**src/hw/rtl/xcfe_pkg.sv**
```systemverilog
// shared types and constants for the xor-checked frame encoder
`timescale 1ns / 1ps

package xcfe_pkg;

  // frame framing bytes
  localparam logic [7:0] HDR0  = 8'hA5;
  localparam logic [7:0] HDR1  = 8'h5A;
  localparam logic [7:0] TAIL0 = 8'h0D;
  localparam logic [7:0] TAIL1 = 8'h0A;

  // payload length limit and fixed frame overhead
  localparam logic [15:0] MAX_PAYLOAD    = 16'd65527;
  localparam logic [15:0] FRAME_OVERHEAD = 16'd8;

  // command queue geometry
  localparam int QDEPTH = 4;
  localparam int QPTR_W = $clog2(QDEPTH);
  localparam int QCNT_W = $clog2(QDEPTH + 1);

  // request type codes on the input channel
  localparam logic REQ_START   = 1'b0;
  localparam logic REQ_PAYLOAD = 1'b1;

  typedef enum logic {
    CMD_HEADER,
    CMD_PAYLOAD
  } cmd_kind_t;

  // one classified request handed from front to back
  typedef struct packed {
    cmd_kind_t   kind;
    logic [7:0]  byte_val;
    logic [7:0]  len_hi;
    logic [7:0]  len_lo;
    logic [7:0]  chk;
    logic        trailer;
  } cmd_t;

  // queue status seen by the front end
  typedef struct packed {
    logic full;
    logic empty;
  } q_stat_t;

  // output byte sequencer steps
  typedef enum logic [3:0] {
    SEQ_IDLE,
    SEQ_H0,
    SEQ_H1,
    SEQ_LHI,
    SEQ_LLO,
    SEQ_OP,
    SEQ_DATA,
    SEQ_CHK,
    SEQ_T0,
    SEQ_T1
  } seq_state_t;

endpackage

```
**src/hw/rtl/xcfe_front.sv**
```systemverilog
// front end: accepts requests, tracks the open frame and classifies commands
`timescale 1ns / 1ps

module xcfe_front
  import xcfe_pkg::*;
(
  input  logic        clk,
  input  logic        rst_n,
  input  logic        in_valid,
  output logic        in_ready,
  input  logic        in_req_type,
  input  logic [7:0]  in_opcode,
  input  logic [15:0] in_payload_len,
  input  logic [7:0]  in_data_byte,
  input  q_stat_t     q_stat,
  output logic        push,
  output cmd_t        push_cmd
);

  logic        frame_open_r, frame_open_nxt;
  logic [15:0] bytes_left_r, bytes_left_nxt;
  logic [7:0]  running_xor_r, running_xor_nxt;

  logic        accept;
  logic [15:0] len_sat;
  logic [15:0] total;
  logic [7:0]  hdr_chk;
  logic [7:0]  pay_chk;

  assign in_ready = !q_stat.full;
  assign accept   = in_valid && in_ready;

  // header fields of a start request
  assign len_sat = (in_payload_len > MAX_PAYLOAD) ? MAX_PAYLOAD : in_payload_len;
  assign total   = len_sat + FRAME_OVERHEAD;
  assign hdr_chk = total[15:8] ^ total[7:0] ^ in_opcode;
  assign pay_chk = running_xor_r ^ in_data_byte;

  // classify the request and update frame tracking
  always_comb begin
    frame_open_nxt  = frame_open_r;
    bytes_left_nxt  = bytes_left_r;
    running_xor_nxt = running_xor_r;
    push            = 1'b0;
    push_cmd        = '0;
    if (accept) begin
      if (in_req_type == REQ_START) begin
        push              = 1'b1;
        push_cmd.kind     = CMD_HEADER;
        push_cmd.byte_val = in_opcode;
        push_cmd.len_hi   = total[15:8];
        push_cmd.len_lo   = total[7:0];
        push_cmd.chk      = hdr_chk;
        push_cmd.trailer  = (len_sat == 16'd0);
        frame_open_nxt    = (len_sat != 16'd0);
        bytes_left_nxt    = len_sat;
        running_xor_nxt   = (len_sat == 16'd0) ? 8'd0 : hdr_chk;
      end else if (frame_open_r) begin
        push              = 1'b1;
        push_cmd.kind     = CMD_PAYLOAD;
        push_cmd.byte_val = in_data_byte;
        push_cmd.chk      = pay_chk;
        push_cmd.trailer  = (bytes_left_r == 16'd1);
        bytes_left_nxt    = bytes_left_r - 16'd1;
        if (bytes_left_r == 16'd1) begin
          frame_open_nxt  = 1'b0;
          running_xor_nxt = 8'd0;
        end else begin
          running_xor_nxt = pay_chk;
        end
      end
    end
  end

  // frame tracking registers
  always_ff @(posedge clk) begin
    if (!rst_n) begin
      frame_open_r  <= 1'b0;
      bytes_left_r  <= 16'd0;
      running_xor_r <= 8'd0;
    end else begin
      frame_open_r  <= frame_open_nxt;
      bytes_left_r  <= bytes_left_nxt;
      running_xor_r <= running_xor_nxt;
    end
  end

  // an open frame always expects at least one more byte
  a_open_has_bytes: assert property (@(posedge clk) disable iff (!rst_n)
    frame_open_r |-> (bytes_left_r != 16'd0))
    else $error("open frame with no bytes left");

  // nothing is pushed without an accepted request
  a_push_needs_accept: assert property (@(posedge clk) disable iff (!rst_n)
    push |-> accept)
    else $error("push without accepted request");

  // a closed frame keeps a cleared checksum
  a_closed_xor_clear: assert property (@(posedge clk) disable iff (!rst_n)
    !frame_open_r |-> (running_xor_r == 8'd0))
    else $error("checksum not cleared on closed frame");

endmodule

```
**src/hw/rtl/xcfe_queue.sv**
```systemverilog
// short command queue between front and back ends
`timescale 1ns / 1ps

module xcfe_queue
  import xcfe_pkg::*;
(
  input  logic    clk,
  input  logic    rst_n,
  input  logic    push,
  input  cmd_t    push_cmd,
  input  logic    pop,
  output cmd_t    head_cmd,
  output logic    head_valid,
  output q_stat_t q_stat
);

  cmd_t              slots_r [QDEPTH];
  logic [QPTR_W-1:0] wr_ptr_r, wr_ptr_nxt;
  logic [QPTR_W-1:0] rd_ptr_r, rd_ptr_nxt;
  logic [QCNT_W-1:0] count_r, count_nxt;

  assign head_cmd     = slots_r[rd_ptr_r];
  assign head_valid   = (count_r != '0);
  assign q_stat.empty = (count_r == '0);
  assign q_stat.full  = (count_r == QCNT_W'(QDEPTH));

  // pointer and fill count update
  always_comb begin
    wr_ptr_nxt = push ? wr_ptr_r + 1'b1 : wr_ptr_r;
    rd_ptr_nxt = pop  ? rd_ptr_r + 1'b1 : rd_ptr_r;
    count_nxt  = count_r;
    if (push && !pop) begin
      count_nxt = count_r + 1'b1;
    end else if (pop && !push) begin
      count_nxt = count_r - 1'b1;
    end
  end

  always_ff @(posedge clk) begin
    if (!rst_n) begin
      wr_ptr_r <= '0;
      rd_ptr_r <= '0;
      count_r  <= '0;
    end else begin
      wr_ptr_r <= wr_ptr_nxt;
      rd_ptr_r <= rd_ptr_nxt;
      count_r  <= count_nxt;
    end
  end

  // slot storage
  always_ff @(posedge clk) begin
    if (push) begin
      slots_r[wr_ptr_r] <= push_cmd;
    end
  end

  a_no_pop_empty: assert property (@(posedge clk) disable iff (!rst_n)
    pop |-> (count_r != '0))
    else $error("pop from empty queue");

  a_no_push_full: assert property (@(posedge clk) disable iff (!rst_n)
    push |-> (count_r != QCNT_W'(QDEPTH)))
    else $error("push into full queue");

  a_count_bound: assert property (@(posedge clk) disable iff (!rst_n)
    count_r <= QCNT_W'(QDEPTH))
    else $error("queue count out of range");

endmodule

```
**src/hw/rtl/xcfe_back.sv**
```systemverilog
// back end: expands queued commands into frame bytes, one per cycle unless out_ready stalls
`timescale 1ns / 1ps

module xcfe_back
  import xcfe_pkg::*;
(
  input  logic       clk,
  input  logic       rst_n,
  input  cmd_t       head_cmd,
  input  logic       head_valid,
  output logic       pop,
  output logic       out_valid,
  input  logic       out_ready,
  output logic [7:0] out_byte,
  output logic       out_frame_end
);

  seq_state_t st_r, st_nxt;
  seq_state_t cur;
  seq_state_t step_nxt;
  logic       out_valid_r, out_valid_nxt;
  logic [7:0] out_byte_r;
  logic       out_frame_end_r;
  logic       fire;
  logic       last;
  logic [7:0] byte_val;
  logic       end_val;

  assign fire = head_valid && (!out_valid_r || out_ready);

  // step select and byte generation
  always_comb begin
    if (st_r == SEQ_IDLE) begin
      cur = (head_cmd.kind == CMD_HEADER) ? SEQ_H0 : SEQ_DATA;
    end else begin
      cur = st_r;
    end
    byte_val = 8'd0;
    end_val  = 1'b0;
    last     = 1'b0;
    step_nxt = SEQ_IDLE;
    case (cur)
      SEQ_H0: begin
        byte_val = HDR0;
        step_nxt = SEQ_H1;
      end
      SEQ_H1: begin
        byte_val = HDR1;
        step_nxt = SEQ_LHI;
      end
      SEQ_LHI: begin
        byte_val = head_cmd.len_hi;
        step_nxt = SEQ_LLO;
      end
      SEQ_LLO: begin
        byte_val = head_cmd.len_lo;
        step_nxt = SEQ_OP;
      end
      SEQ_OP, SEQ_DATA: begin
        byte_val = head_cmd.byte_val;
        if (head_cmd.trailer) begin
          step_nxt = SEQ_CHK;
        end else begin
          last = 1'b1;
        end
      end
      SEQ_CHK: begin
        byte_val = head_cmd.chk;
        step_nxt = SEQ_T0;
      end
      SEQ_T0: begin
        byte_val = TAIL0;
        step_nxt = SEQ_T1;
      end
      SEQ_T1: begin
        byte_val = TAIL1;
        end_val  = 1'b1;
        last     = 1'b1;
      end
      default: begin
        step_nxt = SEQ_IDLE;
      end
    endcase
    st_nxt        = fire ? step_nxt : st_r;
    pop           = fire && last;
    out_valid_nxt = fire ? 1'b1 : (out_ready ? 1'b0 : out_valid_r);
  end

  // sequencer state and output valid
  always_ff @(posedge clk) begin
    if (!rst_n) begin
      st_r        <= SEQ_IDLE;
      out_valid_r <= 1'b0;
    end else begin
      st_r        <= st_nxt;
      out_valid_r <= out_valid_nxt;
    end
  end

  // output payload register
  always_ff @(posedge clk) begin
    if (fire) begin
      out_byte_r      <= byte_val;
      out_frame_end_r <= end_val;
    end
  end

  assign out_valid     = out_valid_r;
  assign out_byte      = out_byte_r;
  assign out_frame_end = out_frame_end_r;

  a_end_is_tail: assert property (@(posedge clk) disable iff (!rst_n)
    (out_valid_r && out_frame_end_r) |-> (out_byte_r == TAIL1))
    else $error("frame end not on closing byte");

  a_mid_cmd_has_head: assert property (@(posedge clk) disable iff (!rst_n)
    (st_r != SEQ_IDLE) |-> head_valid)
    else $error("sequencer mid-command with empty queue");

  a_pop_ends_step: assert property (@(posedge clk) disable iff (!rst_n)
    pop |=> (st_r == SEQ_IDLE))
    else $error("sequencer not idle after pop");

endmodule

```
**src/hw/rtl/xor_checked_frame_encoder_top.sv**
```systemverilog
// Frame encoder with XOR checksum. A start request (opcode, payload length)
// produces the header A5 5A, the 16-bit total length (payload + 8, high byte
// first, payload length saturated at 65527) and the opcode; each payload
// request produces one byte; the last payload byte (or a zero-length start)
// is followed by the XOR of length bytes, opcode and payload, then 0D 0A with
// frame_end on the 0A. Payload requests with no open frame are taken and
// dropped; a start abandons an open frame. The front end accepts one request
// per cycle while its 4-entry command queue has room; the back end emits one
// byte per cycle unless out_ready stalls it, so payload streams at one byte
// per cycle; a start makes 5 output bytes (8 for an empty frame), a closing
// payload byte 4. Requests pass the queue and then the output register.
`timescale 1ns / 1ps

module xor_checked_frame_encoder_top
  import xcfe_pkg::*;
(
  input  logic        clk,
  input  logic        rst_n,
  input  logic        in_valid,
  output logic        in_ready,
  input  logic        in_req_type,
  input  logic [7:0]  in_opcode,
  input  logic [15:0] in_payload_len,
  input  logic [7:0]  in_data_byte,
  output logic        out_valid,
  input  logic        out_ready,
  output logic [7:0]  out_byte,
  output logic        out_frame_end
);

  logic    push;
  cmd_t    push_cmd;
  logic    pop;
  cmd_t    head_cmd;
  logic    head_valid;
  q_stat_t q_stat;

  // request classification and frame tracking
  xcfe_front u_front (
    .clk            (clk),
    .rst_n          (rst_n),
    .in_valid       (in_valid),
    .in_ready       (in_ready),
    .in_req_type    (in_req_type),
    .in_opcode      (in_opcode),
    .in_payload_len (in_payload_len),
    .in_data_byte   (in_data_byte),
    .q_stat         (q_stat),
    .push           (push),
    .push_cmd       (push_cmd)
  );

  // decoupling command queue
  xcfe_queue u_queue (
    .clk        (clk),
    .rst_n      (rst_n),
    .push       (push),
    .push_cmd   (push_cmd),
    .pop        (pop),
    .head_cmd   (head_cmd),
    .head_valid (head_valid),
    .q_stat     (q_stat)
  );

  // byte sequencer and output register
  xcfe_back u_back (
    .clk           (clk),
    .rst_n         (rst_n),
    .head_cmd      (head_cmd),
    .head_valid    (head_valid),
    .pop           (pop),
    .out_valid     (out_valid),
    .out_ready     (out_ready),
    .out_byte      (out_byte),
    .out_frame_end (out_frame_end)
  );

endmodule
```
**config.mk**
```make
export PLATFORM = sky130hd
export DESIGN_NAME = xor_checked_frame_encoder_top
export DESIGN_NICKNAME = d
export VERILOG_FILES = /design/src/hw/rtl/xcfe_pkg.sv /design/src/hw/rtl/xcfe_front.sv /design/src/hw/rtl/xcfe_queue.sv /design/src/hw/rtl/xcfe_back.sv /design/src/hw/rtl/xor_checked_frame_encoder_top.sv
export SDC_FILE = /design/constraint.sdc
export NUM_CORES = 1
export LEC_CHECK = 0
export ABC_CLOCK_PERIOD_IN_PS = 3000
export BUFFER_PORTS_ARGS = -buffer_cell sky130_fd_sc_hd__buf_2
export CAP_MARGIN = 5
export CORE_MARGIN = 10
export CORE_UTILIZATION = 45
export DETAILED_ROUTE_END_ITERATION = 6
export GPL_TIMING_DRIVEN = 0
export PLACE_DENSITY = 0.67
export RECOVER_POWER = 50
export SLEW_MARGIN = 20
export SYNTH_ARGS = -nofsm -noshare
export SYNTH_HDL_FRONTEND = slang
export SYNTH_SLANG_ARGS = --single-unit
```
**constraint.sdc**
```tcl
create_clock -name clk -period 3 [get_ports clk]
set_input_delay 0.6 -clock clk [delete_from_list [all_inputs] [get_ports clk]]
set_output_delay 0.6 -clock clk [all_outputs]
set_load 0.03 [all_outputs]
```
==> results.sh <==
export IMPL_total_power_mw=7.87
export IMPL_crit_start="in_payload_len[4]"
export IMPL_grt_pass1_wl_um=36600
export IMPL_wl_um=24000
export IMPL_gp_routability_congestion=0.932
export IMPL_drc=0
export IMPL_cellPowerDensity_nw_per_um2=790
export IMPL_vias_per_cell=6.11
export IMPL_boundaryPins=48
export IMPL_yosysTopAreaCellShare=0.499
export IMPL_synth_cell_type_count=73
export IMPL_worstSetupStartpointType="input port"
export IMPL_drive_gt1_frac=0.178
export IMPL_fmax_ghz=0.344
export IMPL_crit_path_end="u_queue.slots_r[0][8]"
export IMPL_synth_fp_nets=729
export IMPL_root_buffer="clkbuf_16"
export IMPL_antenna_left=0
export IMPL_antenna_found_initial=0
export IMPL_die_area_um2=25300
export IMPL_die_x_um=159
export IMPL_clockBufferDepth=2
export IMPL_worst_setup_path_type="input port to flop"
export IMPL_critPathCaptureType="flop"
export IMPL_cts_hold_buf=0
export IMPL_crit_required_ns=3.14
export IMPL_hold_path_depth=3
export IMPL_numClockSinks=184
export IMPL_critPathMostFrequentCell="xor2_1"
export IMPL_critPathArrivalTime_ns=3.04
export IMPL_tightest_slew_ns=1.12
export IMPL_slew_headroom=0.256
export IMPL_cts_made_buffers=17
export IMPL_start_util=0.462
export IMPL_critPathSlowestCell="o41ai_4"
export IMPL_hold_viol=0
export IMPL_syn_cell_area_um2=8720
export IMPL_drt_initial_drc_count=572
export IMPL_post_route_period_util=0.968
export IMPL_rr_worst_depth=10
export IMPL_syn_inst=683
export IMPL_hp_class="input port to flop"
export IMPL_grt_overflow_total=0
export IMPL_finalClockSkew_ns=0.0117
export IMPL_core_um2=18900
export IMPL_synth_seq_cells=184
export IMPL_grt_pass1_vias=6287
export IMPL_synth_edf_count=145
export IMPL_placed_cell_area_um2=9290
export IMPL_diodes=0
export IMPL_critPathMaxFanout=8
export IMPL_netlist_top_cells_area="edfxtp_1 (50%), dfxtp_1 (9.0%), mux4_2 (7.7%)"
export IMPL_path_cells="buf_2, nand4_1, o41ai_4, inv_1, ha_1, nand3_1, xor2_1, xor2_1, xnor2_1, o32ai_2"
export IMPL_r2r_end="u_queue.count_r[2]"
export IMPL_dpl_hpwl_um=17000
export IMPL_clkTransAtPathRegs_ns=0.07
export IMPL_synthFlopType="edfxtp_1"
export IMPL_r2r_setup_slack_ns=0.13
export IMPL_cts_tree="built"
export IMPL_fin_area_um2=9960
export IMPL_firstDrtPassIters=5
export IMPL_fin_crit_ns=2.90
export IMPL_rows=50
export IMPL_cp_slowest_stage_delay_ns=0.53
export IMPL_port_buffers=41
export IMPL_ys_async_sr_fraction=0
export IMPL_num_nets_final=792
export IMPL_wl_per_cell_um=23.6
export IMPL_grt_max_degree=35
export IMPL_grt_util_all_layers=0.186
export IMPL_synth_top_area_cell="edfxtp_1"
export IMPL_cts_htree_levels=4
export IMPL_avgSynthCellArea_um2=12.8
export IMPL_vias=6231
export IMPL_status="completed"
export IMPL_slew_viol_final=0
export IMPL_cap_violations=0
export IMPL_ir_worst_vdd_mv=0.371
export IMPL_synth_seq_area_share=0.589
export IMPL_yosysWarnings=0
export IMPL_die_h_um=159
export IMPL_clk_latency_ns=0.44
export IMPL_power_leakage_nw=3.33
export IMPL_grt_setup_unrepaired="no"
export IMPL_setup_viol=0
export IMPL_syn2layout_area_growth_pct=14.3
## critical path: cells and delay by family
kind	cells	cell delay, ns
fa+ha+maj	1	0.23
simple gates	2	0.57
buf+inv	2	0.32
compound gates	2	0.70
xor+xnor	3	0.61
## stage by stage
step	setup TNS [ns]	hold slack (ns)	cells	utilization	setup slack, ns
after floorplan	0	0.453	683	-	0.0397
after global placement	-88.47	0.470	984	0.490	-0.822
after detailed placement	-71.29	0.476	985	0.492	-0.842
after CTS	0	0.455	1018	0.527	0.00403
after global routing	0	0.478	1019	0.527	0.00273
final	0	0.475	1019	0.527	0.0950
## worst min-delay path by stage
| stage | start | endpoint | slack, ns |
|---|---|---|---|
| finish | in_valid | u_front.frame_open_r | 0.48 |
| global route | in_valid | u_front.frame_open_r | 0.48 |
| CTS | in_valid | u_front.frame_open_r | 0.45 |
| detailed placement | u_front.bytes_left_r[1] | u_front.bytes_left_r[1] | 0.48 |
| global placement | u_queue.rd_ptr_r[1] | flop | 0.47 |
| floorplan | u_front.bytes_left_r[1] | u_front.bytes_left_r[1] | 0.45 |
## cell type report
cell class	instances	area [um2]
Fill cell	1656	8930
Inverter	19	77.6
Timing Repair Buffer	48	259
Multi-Input combinational cell	435	3410
Clock inverter	13	144
Buffer	41	175
Sequential cell	184	5140
Tap cell	260	325
Clock buffer	19	433
## sequential cells by signal (all words and copies together), names as in the netlist, named ones only
| register | count |
|---|---|
| u_back.out_byte | 8 |
| u_back.out_frame_end | 1 |
| u_back.out_valid | 1 |
| u_back.st_r | 4 |
| u_front.bytes_left_r | 16 |
| u_front.frame_open_r | 1 |
| u_front.running_xor_r | 8 |
| u_queue.count_r | 3 |
| u_queue.rd_ptr_r | 2 |
| u_queue.slots_r | 136 |
| u_queue.wr_ptr_r | 2 |
## cell families after synthesis
family	synth area share
compound gates	0.124
xor+xnor	0.0359
fa+ha+maj	0.0138
buf+inv	0.0287
flops	0.589
mux	0.0926
simple gates	0.117
## cell usage in the layout (no fill, tap or decap), types with 7 or more instances in the layout
cell and count:
nand2b_1 16, o21a_1 11, nor2_1 48, a21oi_1 27, dfxtp_1 38, clkbuf_1 45
nand3_1 21, a31oi_1 8, a211oi_1 9, ha_1 7, nor4_1 9, nand2_1 29
edfxtp_1 145, xor2_1 7, mux2i_1 12, inv_1 15, o22ai_1 9, xnor2_1 21
buf_2 33, mux4_2 30, a22o_1 8, or3_1 8, clkbuf_16 17, nor3_1 18
o21ai_0 37
## report_power, final
part	internal [mW]	leakage, nW	switching, mW
Sequential	3.16	1.67	0.150
Combinational	0.857	1.37	1.49
Clock	1.18	0.287	1.03
Total	5.21	3.33	2.66
## Yosys cell counts (4+ instances only)
master    instances
a211oi_1          9
nor2b_1           5
o21ai_0          35
nand3_1          21
or2_2             4
nor3_1           19
o21a_1           11
nand4_1           5
mux4_2           30
a21oi_1          27
o21ai_1           4
dfxtp_1          39
xnor2_1          21
and2_1            6
o211ai_1          4
mux2i_1          12
buf_2             5
nor2_1           48
and3_1            5
o22ai_1          12
a32oi_1           4
a31oi_1           8
nand2b_1         16
ha_1              8
nand2_1          29
or3_1             8
a22o_1            8
inv_1            15
clkbuf_1         36
edfxtp_1        145
nor4_1            9
xor2_1            7
and4_1            5
## what timing repair did
action                                 CTS  global route
endpoints found under the hold margin    0             0
pin swaps                                2             3
setup endpoints to repair              131            83
buffers inserted                         3             3
resized for setup                       12             8
## routing by layer
layer / wire [um] / global-route usage / up-vias
met4: 580 / 0.0687 / 0
met2: 11800 / 0.302 / 298
met5: 0 / 0 / -
li1: - / - / 2773
met3: 1520 / 0.0325 / 45
met1: 10200 / 0.243 / 3115
Power figures use the tool's default switching activity.
